==> src/hdl/dbts_pkg.sv <==
// ----------------------------------------------------------------------------
// dbts_pkg: shared types and constants
// Widths, window entry layout, handshake structs and sequencer states for the
// detection box temporal smoother.
// ----------------------------------------------------------------------------
package dbts_pkg;

	localparam int WINDOW_MAX = 16;
	localparam int SLOT_W     = $clog2(WINDOW_MAX);
	localparam int CNT_W      = $clog2(WINDOW_MAX + 1);
	localparam int COORD_W    = 12;
	localparam int EDGE_W     = COORD_W + 1;
	localparam int SUM_W      = EDGE_W + SLOT_W;
	localparam int CFG_W      = 5;
	localparam int CFG_IDX_W  = 2;

	localparam logic [CFG_IDX_W-1:0] REG_HISTORY_LENGTH = 2'd0;
	localparam logic [CFG_IDX_W-1:0] REG_MIN_HITS       = 2'd1;

	localparam logic [CFG_W-1:0] HISTORY_LENGTH_RST = 5'd5;
	localparam logic [CFG_W-1:0] MIN_HITS_RST       = 5'd3;

	typedef struct packed {
		logic [COORD_W-1:0] x;
		logic [COORD_W-1:0] y;
		logic [EDGE_W-1:0]  r;
		logic [EDGE_W-1:0]  b;
	} entry_t;

	typedef struct packed {
		logic              en;
		logic [SLOT_W-1:0] addr;
		logic              valid;
		entry_t            data;
	} win_wr_t;

	typedef struct packed {
		logic              en;
		logic [SLOT_W-1:0] addr;
	} win_rd_t;

	typedef struct packed {
		logic   vld;
		logic   hit;
		entry_t data;
	} win_rsp_t;

	typedef struct packed {
		logic busy;
		logic done;
	} div_stat_t;

	typedef enum logic [2:0] {
		S_IDLE,
		S_SCAN,
		S_DRAIN,
		S_DIV_GO,
		S_DIV_WAIT,
		S_DONE
	} state_t;

endpackage

==> src/hdl/dbts_frame_if.sv <==
// ----------------------------------------------------------------------------
// dbts_frame_if: detection input channel
// One word per video frame: found flag and box.
// ----------------------------------------------------------------------------
interface dbts_frame_if;

	logic                         valid;
	logic                         ready;
	logic                         found;
	logic [dbts_pkg::COORD_W-1:0] box_x;
	logic [dbts_pkg::COORD_W-1:0] box_y;
	logic [dbts_pkg::COORD_W-1:0] box_w;
	logic [dbts_pkg::COORD_W-1:0] box_h;

	modport source (output valid, found, box_x, box_y, box_w, box_h, input ready);
	modport sink   (input valid, found, box_x, box_y, box_w, box_h, output ready);

endinterface

==> src/hdl/dbts_result_if.sv <==
// ----------------------------------------------------------------------------
// dbts_result_if: smoothed box output channel
// Mean box, hit count and show flag, one word per input frame.
// ----------------------------------------------------------------------------
interface dbts_result_if;

	logic                         valid;
	logic                         ready;
	logic                         show;
	logic [dbts_pkg::COORD_W-1:0] mean_x;
	logic [dbts_pkg::COORD_W-1:0] mean_y;
	logic [dbts_pkg::EDGE_W-1:0]  mean_w;
	logic [dbts_pkg::EDGE_W-1:0]  mean_h;
	logic [dbts_pkg::CNT_W-1:0]   hit_count;

	modport source (output valid, show, mean_x, mean_y, mean_w, mean_h, hit_count,
		input ready);
	modport sink   (input valid, show, mean_x, mean_y, mean_w, mean_h, hit_count,
		output ready);

endinterface

==> src/hdl/dbts_window.sv <==
// ----------------------------------------------------------------------------
// dbts_window: frame history store
// Ring of box entries with a registered read port; per-slot valid flags are
// cleared by reset so the window starts empty.
// ----------------------------------------------------------------------------
module dbts_window (
	input  logic               clk,
	input  logic               arst_n,
	input  dbts_pkg::win_wr_t  wr,
	input  dbts_pkg::win_rd_t  rd,
	output dbts_pkg::win_rsp_t rsp
);

	dbts_pkg::entry_t                    mem [dbts_pkg::WINDOW_MAX];
	logic [dbts_pkg::WINDOW_MAX-1:0]     valid_q;
	dbts_pkg::entry_t                    rd_data_s1;
	logic                                rd_hit_s1;
	logic                                rd_vld_s1;

	always_ff @(posedge clk) begin
		if (wr.en) begin
			mem[wr.addr] <= wr.data;
		end
		if (rd.en) begin
			rd_data_s1 <= mem[rd.addr];
		end
	end

	always_ff @(posedge clk or negedge arst_n) begin
		if (!arst_n) begin
			valid_q   <= '0;
			rd_vld_s1 <= 1'b0;
			rd_hit_s1 <= 1'b0;
		end else begin
			if (wr.en) begin
				valid_q[wr.addr] <= wr.valid;
			end
			rd_vld_s1 <= rd.en;
			if (rd.en) begin
				rd_hit_s1 <= valid_q[rd.addr];
			end
		end
	end

	assign rsp.vld  = rd_vld_s1;
	assign rsp.hit  = rd_hit_s1;
	assign rsp.data = rd_data_s1;

endmodule

==> src/hdl/dbts_div.sv <==
// ----------------------------------------------------------------------------
// dbts_div: serial restoring divider
// One quotient bit per cycle; the quotient is valid while done is high.
// ----------------------------------------------------------------------------
module dbts_div (
	input  logic                        clk,
	input  logic                        arst_n,
	input  logic                        start,
	input  logic [dbts_pkg::SUM_W-1:0]  dividend,
	input  logic [dbts_pkg::CNT_W-1:0]  divisor,
	output logic [dbts_pkg::SUM_W-1:0]  quotient,
	output dbts_pkg::div_stat_t         stat
);

	localparam int STEP_W = $clog2(dbts_pkg::SUM_W + 1);

	logic [dbts_pkg::SUM_W-1:0] quot_q;
	logic [dbts_pkg::CNT_W-1:0] rem_q;
	logic [dbts_pkg::CNT_W-1:0] div_q;
	logic [STEP_W-1:0]          step_q;
	logic                       busy_q;
	logic                       done_q;
	logic [dbts_pkg::CNT_W:0]   trial;
	logic [dbts_pkg::CNT_W:0]   diff;
	logic                       ge;

	assign trial = {rem_q, quot_q[dbts_pkg::SUM_W-1]};
	assign diff  = trial - {1'b0, div_q};
	assign ge    = trial >= {1'b0, div_q};

	always_ff @(posedge clk) begin
		if (start) begin
			quot_q <= dividend;
			rem_q  <= '0;
			div_q  <= divisor;
		end else if (busy_q) begin
			// remainder stays below the divisor, so it fits the narrower register
			rem_q  <= ge ? diff[dbts_pkg::CNT_W-1:0] : trial[dbts_pkg::CNT_W-1:0];
			quot_q <= {quot_q[dbts_pkg::SUM_W-2:0], ge};
		end
	end

	always_ff @(posedge clk or negedge arst_n) begin
		if (!arst_n) begin
			busy_q <= 1'b0;
			done_q <= 1'b0;
			step_q <= '0;
		end else begin
			done_q <= busy_q && (step_q == STEP_W'(1));
			if (start) begin
				busy_q <= 1'b1;
				step_q <= STEP_W'(dbts_pkg::SUM_W);
			end else if (busy_q) begin
				step_q <= step_q - STEP_W'(1);
				if (step_q == STEP_W'(1)) begin
					busy_q <= 1'b0;
				end
			end
		end
	end

	assign quotient  = quot_q;
	assign stat.busy = busy_q;
	assign stat.done = done_q;

endmodule

==> src/hdl/detection_box_temporal_smoother.sv <==
// ----------------------------------------------------------------------------
// detection_box_temporal_smoother: sliding-window box averaging
// Keeps the last history_length detections (at most 16) and gives the mean box of the valid ones.
// ----------------------------------------------------------------------------
// Usage:
//   frame   - one word per video frame (found, box_x/y/w/h), valid/ready.
//   result  - one word per frame: show, mean box, hit_count, valid/ready.
//   cfg_*   - write port: index 0 history_length, index 1 min_hits; write
//             only while no frame is in flight. Other indexes are ignored.
// Flow:
//   An accepted frame is written to the window, which is then scanned one
//   entry read a cycle, and the shared serial divider is run four times at
//   one bit a cycle to turn the sums into means; the divider is skipped
//   when the window holds no valid entry.
//   frame.ready is high only while the sequencer is idle, from the cycle
//   after the result register loads, so a new frame is taken only once the
//   result of the previous one has been loaded.
// Reset:
//   The window is empty, the ring pointer and fill level are zero, and the
//   registers return to history_length 5, min_hits 3.
// Stall:
//   A result waits in the output register; the next frame is still
//   accepted, and its result holds until the pending word is taken.
// ----------------------------------------------------------------------------
module detection_box_temporal_smoother (
	input  logic                           clk,
	input  logic                           arst_n,
	input  logic                           cfg_we,
	input  logic [dbts_pkg::CFG_IDX_W-1:0] cfg_addr,
	input  logic [dbts_pkg::CFG_W-1:0]     cfg_data,
	dbts_frame_if.sink                     frame,
	dbts_result_if.source                  result
);

	localparam logic [dbts_pkg::CNT_W-1:0] LEN_MAX = dbts_pkg::CNT_W'(dbts_pkg::WINDOW_MAX);

	dbts_pkg::state_t               state_q, state_d;
	logic [dbts_pkg::CFG_W-1:0]     hist_q;
	logic [dbts_pkg::CFG_W-1:0]     minh_q;
	logic [dbts_pkg::SLOT_W-1:0]    slot_q;
	logic [dbts_pkg::SLOT_W-1:0]    cur_slot_q;
	logic [dbts_pkg::CNT_W-1:0]     fill_q;
	logic [dbts_pkg::CNT_W-1:0]     scan_q;
	logic [dbts_pkg::CNT_W-1:0]     count_q;
	logic [dbts_pkg::SUM_W-1:0]     sx_q, sy_q, sr_q, sb_q;
	logic [1:0]                     div_sel_q;
	logic [dbts_pkg::COORD_W-1:0]   qx_q, qy_q;
	logic [dbts_pkg::EDGE_W-1:0]    qr_q, qb_q;

	logic                           out_valid_q;
	logic                           show_q;
	logic [dbts_pkg::COORD_W-1:0]   mean_x_q, mean_y_q;
	logic [dbts_pkg::EDGE_W-1:0]    mean_w_q, mean_h_q;
	logic [dbts_pkg::CNT_W-1:0]     hit_count_q;

	dbts_pkg::win_wr_t              win_wr;
	dbts_pkg::win_rd_t              win_rd;
	dbts_pkg::win_rsp_t             win_rsp;
	dbts_pkg::div_stat_t            div_stat;
	logic                           div_start;
	logic [dbts_pkg::SUM_W-1:0]     div_dividend;
	logic [dbts_pkg::SUM_W-1:0]     div_quot;

	logic                           accept;
	logic                           scan_more;
	logic                           load_out;
	logic [dbts_pkg::CNT_W-1:0]     len_eff;
	logic [dbts_pkg::CNT_W-1:0]     fill_inc;
	logic [dbts_pkg::EDGE_W-1:0]    aw, ah;
	logic                           box_ok;

	assign accept    = frame.valid && frame.ready;
	assign scan_more = scan_q < fill_q;
	assign load_out  = (state_q == dbts_pkg::S_DONE) && (!out_valid_q || result.ready);
	assign len_eff   = (hist_q > LEN_MAX) ? LEN_MAX : hist_q;
	assign fill_inc  = fill_q + dbts_pkg::CNT_W'(1);
	assign box_ok    = frame.found && (frame.box_w != '0) && (frame.box_h != '0);

	// edge means are never below the corner means
	assign aw = qr_q - {1'b0, qx_q};
	assign ah = qb_q - {1'b0, qy_q};

	// write the frame's entry straight from the channel on acceptance
	always_comb begin
		win_wr.en     = accept;
		win_wr.addr   = slot_q;
		win_wr.valid  = box_ok;
		win_wr.data.x = frame.box_x;
		win_wr.data.y = frame.box_y;
		win_wr.data.r = {1'b0, frame.box_x} + {1'b0, frame.box_w};
		win_wr.data.b = {1'b0, frame.box_y} + {1'b0, frame.box_h};
		win_rd.en     = (state_q == dbts_pkg::S_SCAN) && scan_more;
		win_rd.addr   = cur_slot_q - scan_q[dbts_pkg::SLOT_W-1:0];
	end

	always_comb begin
		case (div_sel_q)
			2'd0:    div_dividend = sx_q;
			2'd1:    div_dividend = sy_q;
			2'd2:    div_dividend = sr_q;
			default: div_dividend = sb_q;
		endcase
	end

	always_ff @(posedge clk or negedge arst_n) begin
		if (!arst_n) begin
			state_q <= dbts_pkg::S_IDLE;
		end else begin
			state_q <= state_d;
		end
	end

	always_comb begin
		state_d     = state_q;
		frame.ready = 1'b0;
		div_start   = 1'b0;
		unique case (state_q)
			dbts_pkg::S_IDLE: begin
				frame.ready = 1'b1;
				if (frame.valid) begin
					state_d = dbts_pkg::S_SCAN;
				end
			end
			dbts_pkg::S_SCAN: begin
				if (!scan_more) begin
					state_d = dbts_pkg::S_DRAIN;
				end
			end
			dbts_pkg::S_DRAIN: begin
				state_d = dbts_pkg::S_DIV_GO;
			end
			dbts_pkg::S_DIV_GO: begin
				if (count_q == '0) begin
					state_d = dbts_pkg::S_DONE;
				end else begin
					div_start = 1'b1;
					state_d   = dbts_pkg::S_DIV_WAIT;
				end
			end
			dbts_pkg::S_DIV_WAIT: begin
				if (div_stat.done) begin
					state_d = (div_sel_q == 2'd3) ? dbts_pkg::S_DONE : dbts_pkg::S_DIV_GO;
				end
			end
			dbts_pkg::S_DONE: begin
				if (load_out) begin
					state_d = dbts_pkg::S_IDLE;
				end
			end
			default: begin
				state_d = dbts_pkg::S_IDLE;
			end
		endcase
	end

	always_ff @(posedge clk or negedge arst_n) begin
		if (!arst_n) begin
			hist_q      <= dbts_pkg::HISTORY_LENGTH_RST;
			minh_q      <= dbts_pkg::MIN_HITS_RST;
			slot_q      <= '0;
			cur_slot_q  <= '0;
			fill_q      <= '0;
			scan_q      <= '0;
			count_q     <= '0;
			div_sel_q   <= '0;
			out_valid_q <= 1'b0;
		end else begin
			if (cfg_we) begin
				unique case (cfg_addr)
					dbts_pkg::REG_HISTORY_LENGTH: hist_q <= cfg_data;
					dbts_pkg::REG_MIN_HITS:       minh_q <= cfg_data;
					default:                      ;
				endcase
			end
			if (accept) begin
				cur_slot_q <= slot_q;
				slot_q     <= slot_q + dbts_pkg::SLOT_W'(1);
				fill_q     <= (fill_inc > len_eff) ? len_eff : fill_inc;
				scan_q     <= '0;
				count_q    <= '0;
				div_sel_q  <= '0;
			end
			if (win_rd.en) begin
				scan_q <= scan_q + dbts_pkg::CNT_W'(1);
			end
			if (win_rsp.vld && win_rsp.hit) begin
				count_q <= count_q + dbts_pkg::CNT_W'(1);
			end
			if ((state_q == dbts_pkg::S_DIV_WAIT) && div_stat.done) begin
				div_sel_q <= div_sel_q + 2'd1;
			end
			if (load_out) begin
				out_valid_q <= 1'b1;
			end else if (result.ready) begin
				out_valid_q <= 1'b0;
			end
		end
	end

	// accumulate corner and edge sums and park quotients; payload needs no reset
	always_ff @(posedge clk) begin
		if (accept) begin
			sx_q <= '0;
			sy_q <= '0;
			sr_q <= '0;
			sb_q <= '0;
		end else if (win_rsp.vld && win_rsp.hit) begin
			sx_q <= sx_q + dbts_pkg::SUM_W'(win_rsp.data.x);
			sy_q <= sy_q + dbts_pkg::SUM_W'(win_rsp.data.y);
			sr_q <= sr_q + dbts_pkg::SUM_W'(win_rsp.data.r);
			sb_q <= sb_q + dbts_pkg::SUM_W'(win_rsp.data.b);
		end
		if ((state_q == dbts_pkg::S_DIV_WAIT) && div_stat.done) begin
			case (div_sel_q)
				2'd0:    qx_q <= div_quot[dbts_pkg::COORD_W-1:0];
				2'd1:    qy_q <= div_quot[dbts_pkg::COORD_W-1:0];
				2'd2:    qr_q <= div_quot[dbts_pkg::EDGE_W-1:0];
				default: qb_q <= div_quot[dbts_pkg::EDGE_W-1:0];
			endcase
		end
		if (load_out) begin
			hit_count_q <= count_q;
			if (count_q == '0) begin
				show_q   <= 1'b0;
				mean_x_q <= '0;
				mean_y_q <= '0;
				mean_w_q <= '0;
				mean_h_q <= '0;
			end else begin
				show_q   <= (count_q >= minh_q) && (aw != '0) && (ah != '0);
				mean_x_q <= qx_q;
				mean_y_q <= qy_q;
				mean_w_q <= aw;
				mean_h_q <= ah;
			end
		end
	end

	dbts_window u_window (
		.clk    (clk),
		.arst_n (arst_n),
		.wr     (win_wr),
		.rd     (win_rd),
		.rsp    (win_rsp)
	);

	dbts_div u_div (
		.clk      (clk),
		.arst_n   (arst_n),
		.start    (div_start),
		.dividend (div_dividend),
		.divisor  (count_q),
		.quotient (div_quot),
		.stat     (div_stat)
	);

	assign result.valid     = out_valid_q;
	assign result.show      = show_q;
	assign result.mean_x    = mean_x_q;
	assign result.mean_y    = mean_y_q;
	assign result.mean_w    = mean_w_q;
	assign result.mean_h    = mean_h_q;
	assign result.hit_count = hit_count_q;

endmodule
==> src/flat_wrapper.sv <==
// flat-port wrapper written by rule: the top's interface ports become plain ports
module detection_box_temporal_smoother_flat 
  (clk, arst_n, cfg_we, cfg_addr, cfg_data, frame_valid, frame_found, frame_box_x, frame_box_y, frame_box_w, frame_box_h, frame_ready, result_valid, result_show, result_mean_x, result_mean_y, result_mean_w, result_mean_h, result_hit_count, result_ready);
  dbts_frame_if frame_i ();
  dbts_result_if result_i ();
  input  logic clk;
  input  logic arst_n;
  input  logic cfg_we;
  input  logic [dbts_pkg::CFG_IDX_W-1:0] cfg_addr;
  input  logic [dbts_pkg::CFG_W-1:0] cfg_data;
  input wire logic [$bits(frame_i.valid)-1:0] frame_valid;
  input wire logic [$bits(frame_i.found)-1:0] frame_found;
  input wire logic [$bits(frame_i.box_x)-1:0] frame_box_x;
  input wire logic [$bits(frame_i.box_y)-1:0] frame_box_y;
  input wire logic [$bits(frame_i.box_w)-1:0] frame_box_w;
  input wire logic [$bits(frame_i.box_h)-1:0] frame_box_h;
  output wire logic [$bits(frame_i.ready)-1:0] frame_ready;
  output wire logic [$bits(result_i.valid)-1:0] result_valid;
  output wire logic [$bits(result_i.show)-1:0] result_show;
  output wire logic [$bits(result_i.mean_x)-1:0] result_mean_x;
  output wire logic [$bits(result_i.mean_y)-1:0] result_mean_y;
  output wire logic [$bits(result_i.mean_w)-1:0] result_mean_w;
  output wire logic [$bits(result_i.mean_h)-1:0] result_mean_h;
  output wire logic [$bits(result_i.hit_count)-1:0] result_hit_count;
  input wire logic [$bits(result_i.ready)-1:0] result_ready;
  assign frame_i.valid = frame_valid;
  assign frame_i.found = frame_found;
  assign frame_i.box_x = frame_box_x;
  assign frame_i.box_y = frame_box_y;
  assign frame_i.box_w = frame_box_w;
  assign frame_i.box_h = frame_box_h;
  assign frame_ready = frame_i.ready;
  assign result_valid = result_i.valid;
  assign result_show = result_i.show;
  assign result_mean_x = result_i.mean_x;
  assign result_mean_y = result_i.mean_y;
  assign result_mean_w = result_i.mean_w;
  assign result_mean_h = result_i.mean_h;
  assign result_hit_count = result_i.hit_count;
  assign result_i.ready = result_ready;
  detection_box_temporal_smoother u_core (.clk(clk), .arst_n(arst_n), .cfg_we(cfg_we), .cfg_addr(cfg_addr), .cfg_data(cfg_data), .frame(frame_i), .result(result_i));
endmodule
==> config.mk <==
export PLATFORM = sky130hd
export DESIGN_NAME = detection_box_temporal_smoother_flat
export DESIGN_NICKNAME = d
export VERILOG_FILES = /design/src/hdl/dbts_pkg.sv /design/src/hdl/dbts_frame_if.sv /design/src/hdl/dbts_result_if.sv /design/src/hdl/dbts_window.sv /design/src/hdl/dbts_div.sv /design/src/hdl/detection_box_temporal_smoother.sv /design/src/flat_wrapper.sv
export SDC_FILE = /design/constraint.sdc
export NUM_CORES = 1
export LEC_CHECK = 0
export CAP_MARGIN = 30
export CORE_ASPECT_RATIO = 0.7
export CORE_UTILIZATION = 45
export DETAILED_ROUTE_END_ITERATION = 7
export DONT_BUFFER_PORTS = 1
export SETUP_SLACK_MARGIN = 0.02
export SLEW_MARGIN = 20
export SYNTH_ARGS = -nofsm -noshare
export SYNTH_HDL_FRONTEND = slang
export SYNTH_HIERARCHICAL = 1
export SYNTH_SLANG_ARGS = --single-unit
==> constraint.sdc <==
create_clock -name clk -period 11.5 [get_ports clk]
set_input_delay 1.725 -clock clk [delete_from_list [all_inputs] [get_ports clk]]
set_output_delay 1.725 -clock clk [all_outputs]
set_load 0.1 [all_outputs]
==> summary.md <==
| Metric | Value |
|---|---|
| Via count | `24.8k` |
| Initial antenna violation count | `4` |
| Area growth from synthesis to layout | `10.8%` |
| GP Congestion | `0.853` |
| Row cnt | `98` |
| Storage cell area | `32,400 um^2` |
| Internal Pwr Total | `9.89 mW` |
| Worst-margin pin slew | `991 ps` |
| Max Root-Sink Buffers | `3` |
| Final hold slack | `472 ps` |
| Clock network power share | `22.0%` |
| Max Cap Viol | `0` |
| Netlist Area Pre-Place | `47,100 um^2` |
| Port-buffer cells | `0` |
| Hold Path Class | `flop to flop` |
| Post-placement cell area | `48,900 um^2` |
| Final count of pins violating max slew | `0` |
| Comb pwr share | `39.5%` |
| TritonCTS buffer count | `103` |
| CP Capture Type | `flop` |
| TNS Setup | `0 ps` |
| Filler Cells Inserted | `8,254` |
| Synth Warn # | `6` |
| Fmax | `209 MHz` |
| Finished Cell Area | `52,200 um^2` |
| Worst setup path category | `input port to flop` |
| DRC Markers | `0` |
| Routed wire length per instance | `26.2 um` |
| Worst slack, placed | `6090 ps` |
| Worst skew pair latency | `690 ps` |
| DP HPWL | `67.6 mm` |
| Ant diodes | `0` |
| Post-route setup slack | `6710 ps` |
| Worst EP required | `12,060 ps` |
| Number of global-route vias before repair | `25.0k` |
| Multi-input gate area | `13,900 um^2` |
| VDD IR max | `0.000295 V` |
| Critical Path AT | `5350 ps` |
| Final Skew | `25.8 ps` |
| CTS tree | `done` |
| H-tree depth | `3` |
| I/O pin cnt | `119` |
| Share of layout cells above drive strength 1 | `19.8%` |
| Syn Area/Cell | `17.4 um^2` |
| Die Wd | `389 um` |
| DRT Wirelength | `110 mm` |
| Core outline area | `103,000 um^2` |
| Die ar. | `106,000 um^2` |
| CTS clk-pin slew, worst paths | `60 ps` |
| CTS Hold Bufs | `0` |
| First-pass DRT Iterations | `6` |
| Sw power | `5.22 mW` |
| Total grt overflow | `0` |
| Slew margin rel. | `33.9%` |
| Sequential Power Share | `38.5%` |
| Starting DRC count in detailed routing | `2,686` |
| Status | `complete, no violations` |
| Final Critical Period | `4790 ps` |
| Lkg Pwr | `17.6 nW` |
| Syn Nets | `2,918` |
| Initial Utilization | `45.8%` |
| Post-Synthesis Cells | `2,715` |
| # setup viols final | `0` |
| Setup bufs post-CTS | `0` |
| RSZ-0062 raised after global routing | `no` |
| Chip height | `273 um` |
| Critical path launch point type | `input port` |
| Clock Sink Count | `1,115` |
| Number of antenna-violating nets in the routed design | `0` |
| Worst-path fanout max | `45` |
| Pwr dens | `289 nW/um^2` |
| Post_cts resized | `0` |
| First-pass GRT wire length | `164 mm` |
| Final hold vios | `0` |
| Switching part of the total | `34.5%` |
| Drt via density | `5.92` |
| Largest net degree at the start of global routing | `97` |
| Tcrit/Tclk final | `41.7%` |
| Nets | `2,970` |
| Root Buffer | `clkbuf_16` |
| Global-route usage over all layers | `20.9%` |
state kept, by name, summed over array words and instances, names as in the netlist, 16 cells and up:
| register | count |
|---|---|
| u_core/sy_q | 17 |
| u_core/u_window/rsp | 50 |
| u_core/sb_q | 17 |
| u_core/sr_q | 17 |
| u_core/u_div/quotient | 17 |
| u_core/sx_q | 17 |
| u_core/u_window/valid_q | 16 |
| u_core/u_window/mem | 800 |
final timing paths:
path	startpoint	end	slack, ps	cells past startpoint
worst max-delay path	frame_valid	u_core/u_window/valid_q[7]	6710	8
worst min-delay path	u_core/sb_q[6]	u_core/sb_q[6]	470	2
worst max register to register	u_core/scan_q[0]	u_core/u_window/rsp[47]	6810	8
worst min register to register	u_core/sb_q[6]	u_core/sb_q[6]	470	2
max in group asynchronous	arst_n	u_core/minh_q[1]	10560	0
min in group asynchronous	arst_n	u_core/slot_q[0]	730	0
layout by cell type (no fill, tap or decap), types with 14 or more instances in the layout:
cell type	count
nor2_1	119
nor2b_1	33
dfxtp_1	73
clkbuf_16	105
edfxtp_1	978
xnor2_1	58
mux2_2	43
mux4_2	254
inv_1	107
nor3_1	28
xor2_1	23
ha_1	132
clkbuf_1	20
nand2b_1	16
buf_4	46
o21ai_0	40
a222oi_1	17
o21a_1	14
a21oi_1	106
nand3_1	28
clkinv_1	22
clkinv_2	19
dfrtp_1	60
mux2i_1	25
nand2_1	159
a21o_1	26
a211oi_1	17
area by class of cell:
cell class              instances  area share, %
well taps                    1350           3.23
clock inverters                59          0.994
inverters                     111          0.826
clock buffers                 125           5.17
flip-flops and latches       1115           62.1
repair buffers                 57           1.01
multi-input cells            1379           26.7
per-layer routing:
metal | global-route usage, % | routed length [um]
met1 | 31.4 | 50800
met3 | 4.24 | 7870
met4 | 4.49 | 1770
met2 | 31.4 | 49300
met5 | 0 | 0
power groups by stage:
stage	Sequential [mW]	Combinational, mW	Clock, mW
3_3_place_gp	5.89	5.86	0
6_report	5.82	5.97	3.32
3_5_place_dp	5.90	6.02	0
2_1_floorplan	5.66	4.61	0
4_1_cts	5.82	6.04	3.39
5_1_grt	5.86	6.44	3.54
critical path, stage by stage:
cell	delay [ps]
nor2b_1	150
nand2_1	80
buf_4	270
inv_2	700
nand3b_1	480
nor2_4	690
buf_4	730
mux2_2	410
through the flow:
stage | total power [mW] | utilization, % | instances
after CTS | 15.2 | 50.6 | 4192
after global placement | 11.7 | 47.4 | 3999
after global routing | 15.8 | 50.7 | 4196
after detailed placement | 11.9 | 47.5 | 4008
final | 15.1 | 50.7 | 4196
after floorplan | 10.3 | - | 2715
Power figures use the tool's default switching activity.
